[src/rtl/irad_pkg.sv]
`default_nettype none

package irad_pkg;

    localparam int VALUE_BITS = 31;
    localparam int MAX_DIGITS = 32;

    localparam int RADIX_W   = 5;
    localparam int DIGIT_W   = 4;
    localparam int CHAR_W    = 7;
    localparam int ADDR_W    = $clog2(MAX_DIGITS);
    localparam int CNT_W     = $clog2(MAX_DIGITS + 1);
    localparam int BIT_CNT_W = $clog2(VALUE_BITS);

    localparam logic [RADIX_W-1:0] RADIX_RESET = RADIX_W'(10);
    localparam logic [RADIX_W-1:0] RADIX_MIN   = RADIX_W'(2);
    localparam logic [RADIX_W-1:0] RADIX_MAX   = RADIX_W'(16);

    localparam logic [CHAR_W-1:0] ASCII_ZERO = CHAR_W'(48);
    localparam logic [CHAR_W-1:0] ASCII_A    = CHAR_W'(65);

    typedef enum logic [1:0] {
        ST_IDLE,
        ST_DIVIDE,
        ST_READ,
        ST_PUSH
    } state_t;

    typedef struct packed {
        logic load;
        logic step;
        logic read;
        logic push;
    } cmd_t;

    typedef struct packed {
        logic last_step;
        logic div_done;
        logic rd_last;
        logic out_free;
    } status_t;

    function automatic logic [CHAR_W-1:0] digit_to_ascii(input logic [DIGIT_W-1:0] d);
        logic [CHAR_W-1:0] c;
        if (d < DIGIT_W'(10))
        begin
            c = ASCII_ZERO + CHAR_W'(d);
        end
        else
        begin
            c = ASCII_A + CHAR_W'(d - DIGIT_W'(10));
        end
        return c;
    endfunction

endpackage

`default_nettype wire

[src/rtl/integer_to_radix_digits.sv]
// division: restoring and bit-serial, one pass over the value per digit;
//   the digits are then read out of the remainder store, high digit first
// input: one value at a time, in_stall stays high until its last digit is pushed;
//   bit-serial divider (one quotient bit per cycle), single read port on the store
// reset: asynchronous active low; radix returns to 10, no transaction pending
`default_nettype none

module integer_to_radix_digits (
    input  wire logic                            clk,
    input  wire logic                            rst_n,
    // radix register write
    input  wire logic                            cfg_we,
    input  wire logic [irad_pkg::RADIX_W-1:0]    cfg_wdata,
    // input transaction
    input  wire logic                            in_valid,
    output logic                                 in_stall,
    input  wire logic [irad_pkg::VALUE_BITS-1:0] value,
    // output transaction, one per digit
    output logic                                 out_valid,
    input  wire logic                            out_stall,
    output logic [irad_pkg::CHAR_W-1:0]          digit_char,
    output logic                                 last_digit
);

    // command and status between sequencer and datapath
    irad_pkg::cmd_t    cmd;
    irad_pkg::status_t sts;

    // sequencer: idle, divide, read store, push digit
    irad_ctrl u_ctrl (
        .clk      (clk),
        .rst_n    (rst_n),
        .in_valid (in_valid),
        .sts      (sts),
        .cmd      (cmd),
        .in_stall (in_stall)
    );

    // divider, remainder store and output register
    irad_dp u_dp (
        .clk        (clk),
        .rst_n      (rst_n),
        .cfg_we     (cfg_we),
        .cfg_wdata  (cfg_wdata),
        .value      (value),
        .cmd        (cmd),
        .out_stall  (out_stall),
        .sts        (sts),
        .out_valid  (out_valid),
        .digit_char (digit_char),
        .last_digit (last_digit)
    );

endmodule

`default_nettype wire

[src/rtl/irad_ctrl.sv]
`default_nettype none

module irad_ctrl (
    input  wire logic              clk,
    input  wire logic              rst_n,
    input  wire logic              in_valid,
    input  wire irad_pkg::status_t sts,
    output irad_pkg::cmd_t         cmd,
    output logic                   in_stall
);

    irad_pkg::state_t state_reg;
    irad_pkg::state_t state_next;

    always_ff @(posedge clk or negedge rst_n)
    begin
        if (!rst_n)
        begin
            state_reg <= irad_pkg::ST_IDLE;
        end
        else
        begin
            state_reg <= state_next;
        end
    end

    always_comb
    begin
        state_next = state_reg;
        cmd        = '0;
        in_stall   = 1'b1;
        case (state_reg)
            irad_pkg::ST_IDLE:
            begin
                in_stall = 1'b0;
                if (in_valid)
                begin
                    cmd.load   = 1'b1;
                    state_next = irad_pkg::ST_DIVIDE;
                end
            end
            irad_pkg::ST_DIVIDE:
            begin
                cmd.step = 1'b1;
                if (sts.last_step && sts.div_done)
                begin
                    state_next = irad_pkg::ST_READ;
                end
            end
            irad_pkg::ST_READ:
            begin
                cmd.read   = 1'b1;
                state_next = irad_pkg::ST_PUSH;
            end
            irad_pkg::ST_PUSH:
            begin
                if (sts.out_free)
                begin
                    cmd.push   = 1'b1;
                    state_next = sts.rd_last ? irad_pkg::ST_IDLE : irad_pkg::ST_READ;
                end
            end
            default:
            begin
                state_next = irad_pkg::ST_IDLE;
            end
        endcase
    end

endmodule

`default_nettype wire

[src/rtl/irad_dp.sv]
`default_nettype none

module irad_dp (
    input  wire logic                                clk,
    input  wire logic                                rst_n,
    input  wire logic                                cfg_we,
    input  wire logic [irad_pkg::RADIX_W-1:0]        cfg_wdata,
    input  wire logic [irad_pkg::VALUE_BITS-1:0]     value,
    input  wire irad_pkg::cmd_t                      cmd,
    input  wire logic                                out_stall,
    output irad_pkg::status_t                        sts,
    output logic                                     out_valid,
    output logic [irad_pkg::CHAR_W-1:0]              digit_char,
    output logic                                     last_digit
);

    logic [irad_pkg::RADIX_W-1:0]    radix_reg;
    logic [irad_pkg::RADIX_W-1:0]    div_reg;
    logic [irad_pkg::RADIX_W-1:0]    radix_eff;
    logic [irad_pkg::VALUE_BITS-1:0] quo_reg;
    logic [irad_pkg::VALUE_BITS-1:0] quo_next;
    logic [irad_pkg::DIGIT_W-1:0]    rem_reg;
    logic [irad_pkg::DIGIT_W-1:0]    rem_next;
    logic [irad_pkg::RADIX_W-1:0]    trial;
    logic [irad_pkg::BIT_CNT_W-1:0]  bit_cnt_reg;
    logic [irad_pkg::CNT_W-1:0]      count_reg;
    logic [irad_pkg::ADDR_W-1:0]     ptr_reg;
    logic [irad_pkg::DIGIT_W-1:0]    rd_data_reg;
    logic                            out_valid_reg;
    logic [irad_pkg::CHAR_W-1:0]     char_reg;
    logic                            last_reg;

    logic [irad_pkg::DIGIT_W-1:0] store [irad_pkg::MAX_DIGITS];

    // clamp radix into 2..16
    always_comb
    begin
        if (radix_reg < irad_pkg::RADIX_MIN)
        begin
            radix_eff = irad_pkg::RADIX_MIN;
        end
        else if (radix_reg > irad_pkg::RADIX_MAX)
        begin
            radix_eff = irad_pkg::RADIX_MAX;
        end
        else
        begin
            radix_eff = radix_reg;
        end
    end

    // one restoring division bit per cycle
    always_comb
    begin
        trial = {rem_reg, quo_reg[irad_pkg::VALUE_BITS-1]};
        if (trial >= div_reg)
        begin
            rem_next = irad_pkg::DIGIT_W'(trial - div_reg);
            quo_next = {quo_reg[irad_pkg::VALUE_BITS-2:0], 1'b1};
        end
        else
        begin
            rem_next = trial[irad_pkg::DIGIT_W-1:0];
            quo_next = {quo_reg[irad_pkg::VALUE_BITS-2:0], 1'b0};
        end
    end

    assign sts.last_step = (bit_cnt_reg == irad_pkg::BIT_CNT_W'(irad_pkg::VALUE_BITS - 1));
    assign sts.div_done  = (quo_next == '0)
                        || (count_reg == irad_pkg::CNT_W'(irad_pkg::MAX_DIGITS - 1));
    assign sts.rd_last   = (ptr_reg == '0);
    assign sts.out_free  = !out_valid_reg || !out_stall;

    always_ff @(posedge clk or negedge rst_n)
    begin
        if (!rst_n)
        begin
            radix_reg     <= irad_pkg::RADIX_RESET;
            div_reg       <= irad_pkg::RADIX_RESET;
            quo_reg       <= '0;
            rem_reg       <= '0;
            bit_cnt_reg   <= '0;
            count_reg     <= '0;
            ptr_reg       <= '0;
            out_valid_reg <= 1'b0;
        end
        else
        begin
            if (cfg_we)
            begin
                radix_reg <= cfg_wdata;
            end
            if (cmd.load)
            begin
                div_reg     <= radix_eff;
                quo_reg     <= value;
                rem_reg     <= '0;
                bit_cnt_reg <= '0;
                count_reg   <= '0;
            end
            else if (cmd.step)
            begin
                quo_reg <= quo_next;
                if (sts.last_step)
                begin
                    rem_reg     <= '0;
                    bit_cnt_reg <= '0;
                    count_reg   <= count_reg + irad_pkg::CNT_W'(1);
                    ptr_reg     <= count_reg[irad_pkg::ADDR_W-1:0];
                end
                else
                begin
                    rem_reg     <= rem_next;
                    bit_cnt_reg <= bit_cnt_reg + irad_pkg::BIT_CNT_W'(1);
                end
            end
            if (cmd.push)
            begin
                out_valid_reg <= 1'b1;
                ptr_reg       <= ptr_reg - irad_pkg::ADDR_W'(1);
            end
            else if (!out_stall)
            begin
                out_valid_reg <= 1'b0;
            end
        end
    end

    // remainder store and output payload
    always_ff @(posedge clk)
    begin
        if (cmd.step && sts.last_step)
        begin
            store[count_reg[irad_pkg::ADDR_W-1:0]] <= rem_next;
        end
        if (cmd.read)
        begin
            rd_data_reg <= store[ptr_reg];
        end
        if (cmd.push)
        begin
            char_reg <= irad_pkg::digit_to_ascii(rd_data_reg);
            last_reg <= sts.rd_last;
        end
    end

    assign out_valid  = out_valid_reg;
    assign digit_char = char_reg;
    assign last_digit = last_reg;

endmodule

`default_nettype wire

[config.mk]
export PLATFORM = sky130hd
export DESIGN_NAME = integer_to_radix_digits
export DESIGN_NICKNAME = d
export VERILOG_FILES = /design/src/rtl/irad_pkg.sv /design/src/rtl/integer_to_radix_digits.sv /design/src/rtl/irad_ctrl.sv /design/src/rtl/irad_dp.sv
export SDC_FILE = /design/constraint.sdc
export NUM_CORES = 1
export LEC_CHECK = 0
export ABC_AREA = 0
export BUFFER_PORTS_ARGS = -buffer_cell sky130_fd_sc_hd__buf_2
export CORE_MARGIN = 5
export CORE_UTILIZATION = 50
export DETAILED_ROUTE_END_ITERATION = 8
export MAX_ROUTING_LAYER = met4
export PLACE_DENSITY = 0.7
export SKIP_CTS_REPAIR_TIMING = 1
export SLEW_MARGIN = 5
export SYNTH_ARGS = -nofsm -noshare
export SYNTH_HDL_FRONTEND = slang
export SYNTH_SLANG_ARGS = --single-unit
[constraint.sdc]
create_clock -name clk -period 2.56 [get_ports clk]
set_input_delay 0.256 -clock clk [delete_from_list [all_inputs] [get_ports clk]]
set_output_delay 0.256 -clock clk [all_outputs]
set_load 0.03 [all_outputs]
Yosys cells after proc, flatten, opt, wreduce, memory -nomap -nowiden
Memory sizes are Yosys's and may differ from the RTL's. A register that Yosys moved wholly into a read port is not among the register bits.
Cells that the tools add are included.
- muxes and demuxes: 36
- $lt $le $gt $ge: 4
- equal/unequal tests: 10
- reduce and logical (&&, ||, !) cells: 16
- add/subtract/negate cells: 7
- operator list (kind ; count):
    $mux 31 ; 2
    $mux 5 ; 9
    $logic_not 31->1 ; 1
    $mux 6 ; 3
    $mux 4 ; 4
    $mux 1 ; 12
    $mux 2 ; 4
    $pmux 2 s4 ; 1
    $reduce_bool 2->1 ; 4
    $add 6x4->7 const A ; 1
    $add 7x7->7 const A ; 1
    $mux 7 ; 1
    $add 6x1->6 const B ; 1
    $eq 6x5->1 const B ; 1
    $ne 2x2->1 const B ; 3
    $reduce_and 3->1 ; 2
    $add 5x1->5 const B ; 1
    $eq 5x5->1 const B ; 1
    $ge 5x5->1 ; 1
    $gt 5x5->1 const B ; 1
    $logic_not 5->1 ; 1
    $lt 5x2->1 const B ; 1
    $sub 4x4->5 const B ; 1
    $sub 5x1->5 const B ; 1
    other kinds (10) ; 15
- output and inout bits: 10
- memories: 1
- bits in registers: 72
- bits in writable memories: 128
- logic and storage cells: 85
- input port bits: 41
- memory list (memory ; words ; bits a word ; rd ports ; clocked after Yosys merged registers in ; write ports ; RTL line ; RTL):
    u_dp.store ; 32 ; 4 ; 1 ; 1 ; 1 ; irad_dp.sv:33 ; logic [irad_pkg::DIGIT_W-1:0] store [irad_pkg::MAX_DIGITS];

Depth between registers and ports, before layout
- word-level depth: 7
- gate-level depth with buffers: 10
- gate-level depth less buffers: 7

Cells and area by module
Synthesis repeated with hierarchy kept, for this count alone.
- cell total of the unflattened synthesis: 637
- area total of the unflattened synthesis: 9051.2 um2
- modules (own cells, without submodules) (module ; cells each ; instances ; area each (um2) ; seq. area each (um2)):
    irad_dp ; 624 ; 1 ; 8926.1 ; 5760.5
    irad_ctrl ; 13 ; 1 ; 125.1 ; 50.0

Worst setup path after synthesis
No wires, ideal clock.
- kind: register to register
- start: register u_dp.div_reg[1] in the netlist's numbering
- end: memory u_dp.store[0][2] in the netlist's numbering, data pin
- data required time: 2209 ps
- path buffers: 0
- stages on the path, launching flop included: 7
- setup time: 351 ps
- slack: -29 ps
- period minus slack after synthesis: 2589 ps
- arrival time: 2238 ps
- cells stage by stage: dfstp_2 > inv_1 > ha_1 > and2_1 > a41oi_1 > a21oi_1 > nor2_1
- word-level cells in the longest chain between the ends: 2
- elaborated cells on any way between the ends: 3
- classes of those cells: add/sub (1); order compare (1); mux (1)
- RTL lines (element ; RTL line ; RTL):
    start: declaration ; irad_dp.sv:18 ; logic [irad_pkg::RADIX_W-1:0] div_reg;
    start signal: assignment ; irad_dp.sv:79 ; div_reg <= irad_pkg::RADIX_RESET;
    start signal: assignment ; irad_dp.sv:95 ; div_reg <= radix_eff;
    $sub 4x4->4 or $ge 5x5->1 (tied branches) ; irad_dp.sv:58, irad_dp.sv:56 ;
    $mux 4 (*) ; irad_dp.sv:56 ; if (trial >= div_reg)
    via u_dp.rem_next, one bit ; irad_dp.sv:23 ; logic [irad_pkg::DIGIT_W-1:0] rem_next;
    end: declaration ; irad_dp.sv:33 ;
Mark *: on every way through the listed nets, which the timed path passes. The rest lies on a longest branch.

Final worst setup path
- start: register u_dp.div_reg[1] in the netlist's numbering
- end: memory u_dp.store[5][3] in the netlist's numbering, data pin
The elaborated chain is that of the path after synthesis.

==> results.yml <==
logic_synthesis:
  yosysTopAreaCell: "edfxtp_1"
  syn_area_um2: 9090
  synth-main-ff-cell: "edfxtp_1"
  syn-num-nets: 710
  ys_ff_latch: 204
  yosys_warnings: 0
  synth_cell_types: 66
  avgSynthCellArea_um2: 14.0
  ys_seq_area_share_pct: 63.9
  synth_area_leaders: "edfxtp_1 46%, dfrtp_1 17%, mux4_1 6.7%, nand2_1 3.7%, a22oi_1 3.1%"
  async_flop_share_pct: 31.4
  netlist_instances: 651
  synth_edf_count: 140
  synth.top_cell.area_share_pct: 46.3
hold_path:
  hold_depth: 3
  min-delay-start: "cfg_wdata[0]"
  min_path_type: "primary input to register"
setup_path:
  reg2reg_depth: 6
  critPathKind: "register to register"
  cp.required_ns: 2.75
  r2r_start: "u_dp.div_reg[1]$_DFFE_PN1P_"
  crit_path_max_incr_delay_ns: 0.54
  path_max_fanout: 32
  slowest_stage: "dfstp_2"
  endpoint: "u_dp.store[5][3]$_DFFE_PP_"
  crit_cells: 6
  crit_arrival_ns: 2.54
  rrSetupSlack_ns: 0.21
  path_delay_family: "flip-flops"
  path_cells: "inv_1 > ha_1 > and2_1 > a41o_1 > nor2_1 > mux2_4"
  end_kind: "register"
  crit_start: "u_dp.div_reg[1]$_DFFE_PN1P_"
  start_kind: "register"
  cp.buffers_inverters: 1
  r2r-end: "u_dp.store[5][3]$_DFFE_PP_"
route:
  drtIter0Drc: 467
  viasPerCell: 5.88
  drc: 0
  dr.pass1.iters: 6
  drt-total-wl_um: 19500
  routed-via-count: 5758
  final_antenna_net_count: 0
  wl_per_cell_um: 19.9
run:
  drv_cap: 0
floorplan:
  core_area_um2: 17900
  ios: 51
  start_util_pct: 50.8
  row_count: 49
  die-area_um2: 21000
  die_y_um: 145
  die_x_um: 145
sta:
  fmax_mhz: 425
  slew_headroom_pct: 34.4
  fin_crit_sh_pct: 91.8
  tns_ns: 0
  clock_skew_ns: 0.0139
  slew_violations: 0
  setup_violations: 0
  finalHoldViolCount: 2
  layout_min_cycle_time_ns: 2.35
  rsz0062_at_grt: "no"
  worst_pin_slew_ns: 0.984
  whs_ns: -0.0108
finish:
  largest_register_ffs: 128
  final_common_cell: "edfxtp_1"
  antenna_cells: 0
  most-common-layout-cells: "140 x edfxtp_1, 90 x nand2_1, 59 x dfrtp_1, 50 x buf_2, 44 x nor2_1"
  layout.cells.non_filler: 980
  drive_gt1_share_pct: 17.7
  area_growth_pct: 17.0
  nets: 794
grt:
  grt_pass1_vias: 5688
  grt_usage_pct: 19.6
  gr-total-overflow: 0
  grt_pass1_wl_um: 31100
  antenna_found_initial: 0
  grt_max_degree: 65
status:
  violations: "hold timing"
  status: "complete, but fails checks"
cts:
  cts_tree: "yes"
  clock_latency_ns: 0.49
  cts-root-buf: "clkbuf_16"
  cts_sinks: 204
  numCtsBuffers: 22
  cts_max_path_buffers: 3
  clkTransAtPathRegs_ns: 0.06
  ctsHtreeMaxLevel: 1
placed_design:
  hpwl_um: 12800
  dp.cells: 912
  globalplace.congestion: 0.864
  portBuffers: 50
power_and_ir_drop:
  ir_worst_vdd_mv: 0.858
  p_leak_nw: 4.02
  power.density_nw_per_um2: 1130
-- layer usage --
metal,up-vias,wire length (µm),track usage [%]
met5,-,0,-
met4,0,348,4.03
met3,38,1090,3.42
met2,196,9500,31.1
met1,2876,8570,27.1
li1,2648,-,-
-- how the worst min path moves through the flow --
| stage | end | slack, ns |
|---|---|---|
| floorplan | u_ctrl.state_reg[0]$_DFFE_PN0P_ | -0.04 |
| global placement | u_dp.quo_reg[17]$_DFFE_PN0P_ | 0.29 |
| detailed placement | u_dp.quo_reg[17]$_DFFE_PN0P_ | 0.30 |
| CTS | u_dp.quo_reg[17]$_DFFE_PN0P_ | -0.24 |
| global route | u_dp.radix_reg[4]$_DFFE_PN0P_ | 0.0006 |
| finish | u_dp.radix_reg[0]$_DFFE_PN0P_ | -0.01 |
-- final cells by class --
type                    instances  area, µm²
inverters                      21       78.8
flip-flops and latches        204       5810
fillers                      1339       7270
clock inverters                16        214
well taps                     229        287
multi-input cells             393       2980
clock buffers                  24        579
repair buffers                 93        681
-- synth_stat cells, types with 9 or more instances --
cell	n
a21oi_1	16
a22oi_1	38
buf_2	15
dfrtp_1	60
edfxtp_1	140
ha_1	17
inv_1	20
mux2i_1	21
mux4_1	23
nand2_1	90
nand3_1	9
nor2_1	46
o21ai_0	15
o22ai_1	14
-- metrics by stage --
stage	util, %	setup slack, ns	power (mW)	hold slack (ns)	area (µm²)
floorplan	-	0.288	7.58	-0.0396	9090
global placement	53.4	0.128	8.50	0.293	9560
detailed placement	53.4	0.104	8.64	0.296	9560
CTS	57.8	0.0679	12.1	-0.236	10300
global route	59.4	0.0681	12.7	0.000608	10600
finish	59.4	0.209	12.0	-0.0108	10600
-- logic make-up after synthesis --
| kind of cell | after synthesis | synth area share, % |
|---|---|---|
| xor+xnor | 10 | 0.964 |
| compound gates | 109 | 8.36 |
| simple gates | 206 | 10.9 |
| mux | 50 | 9.83 |
| flops | 204 | 63.9 |
| buf+inv | 54 | 3.40 |
| fa+ha+maj | 18 | 2.56 |
-- worst reg2reg max path, delay by kind of cell (launching register included) --
family | cells | cell delay (ns)
fa+ha+maj | 1 | 0.28
mux | 1 | 0.48
flops | 1 | 0.54
simple gates | 2 | 0.40
compound gates | 1 | 0.29
buf+inv | 1 | 0.05
-- report_power, final --
group          internal (mW)  switching, mW
sequential              4.68          0.661
clock                   2.14           1.27
combinational           1.40           1.90
(Power assumes the default switching activity.)
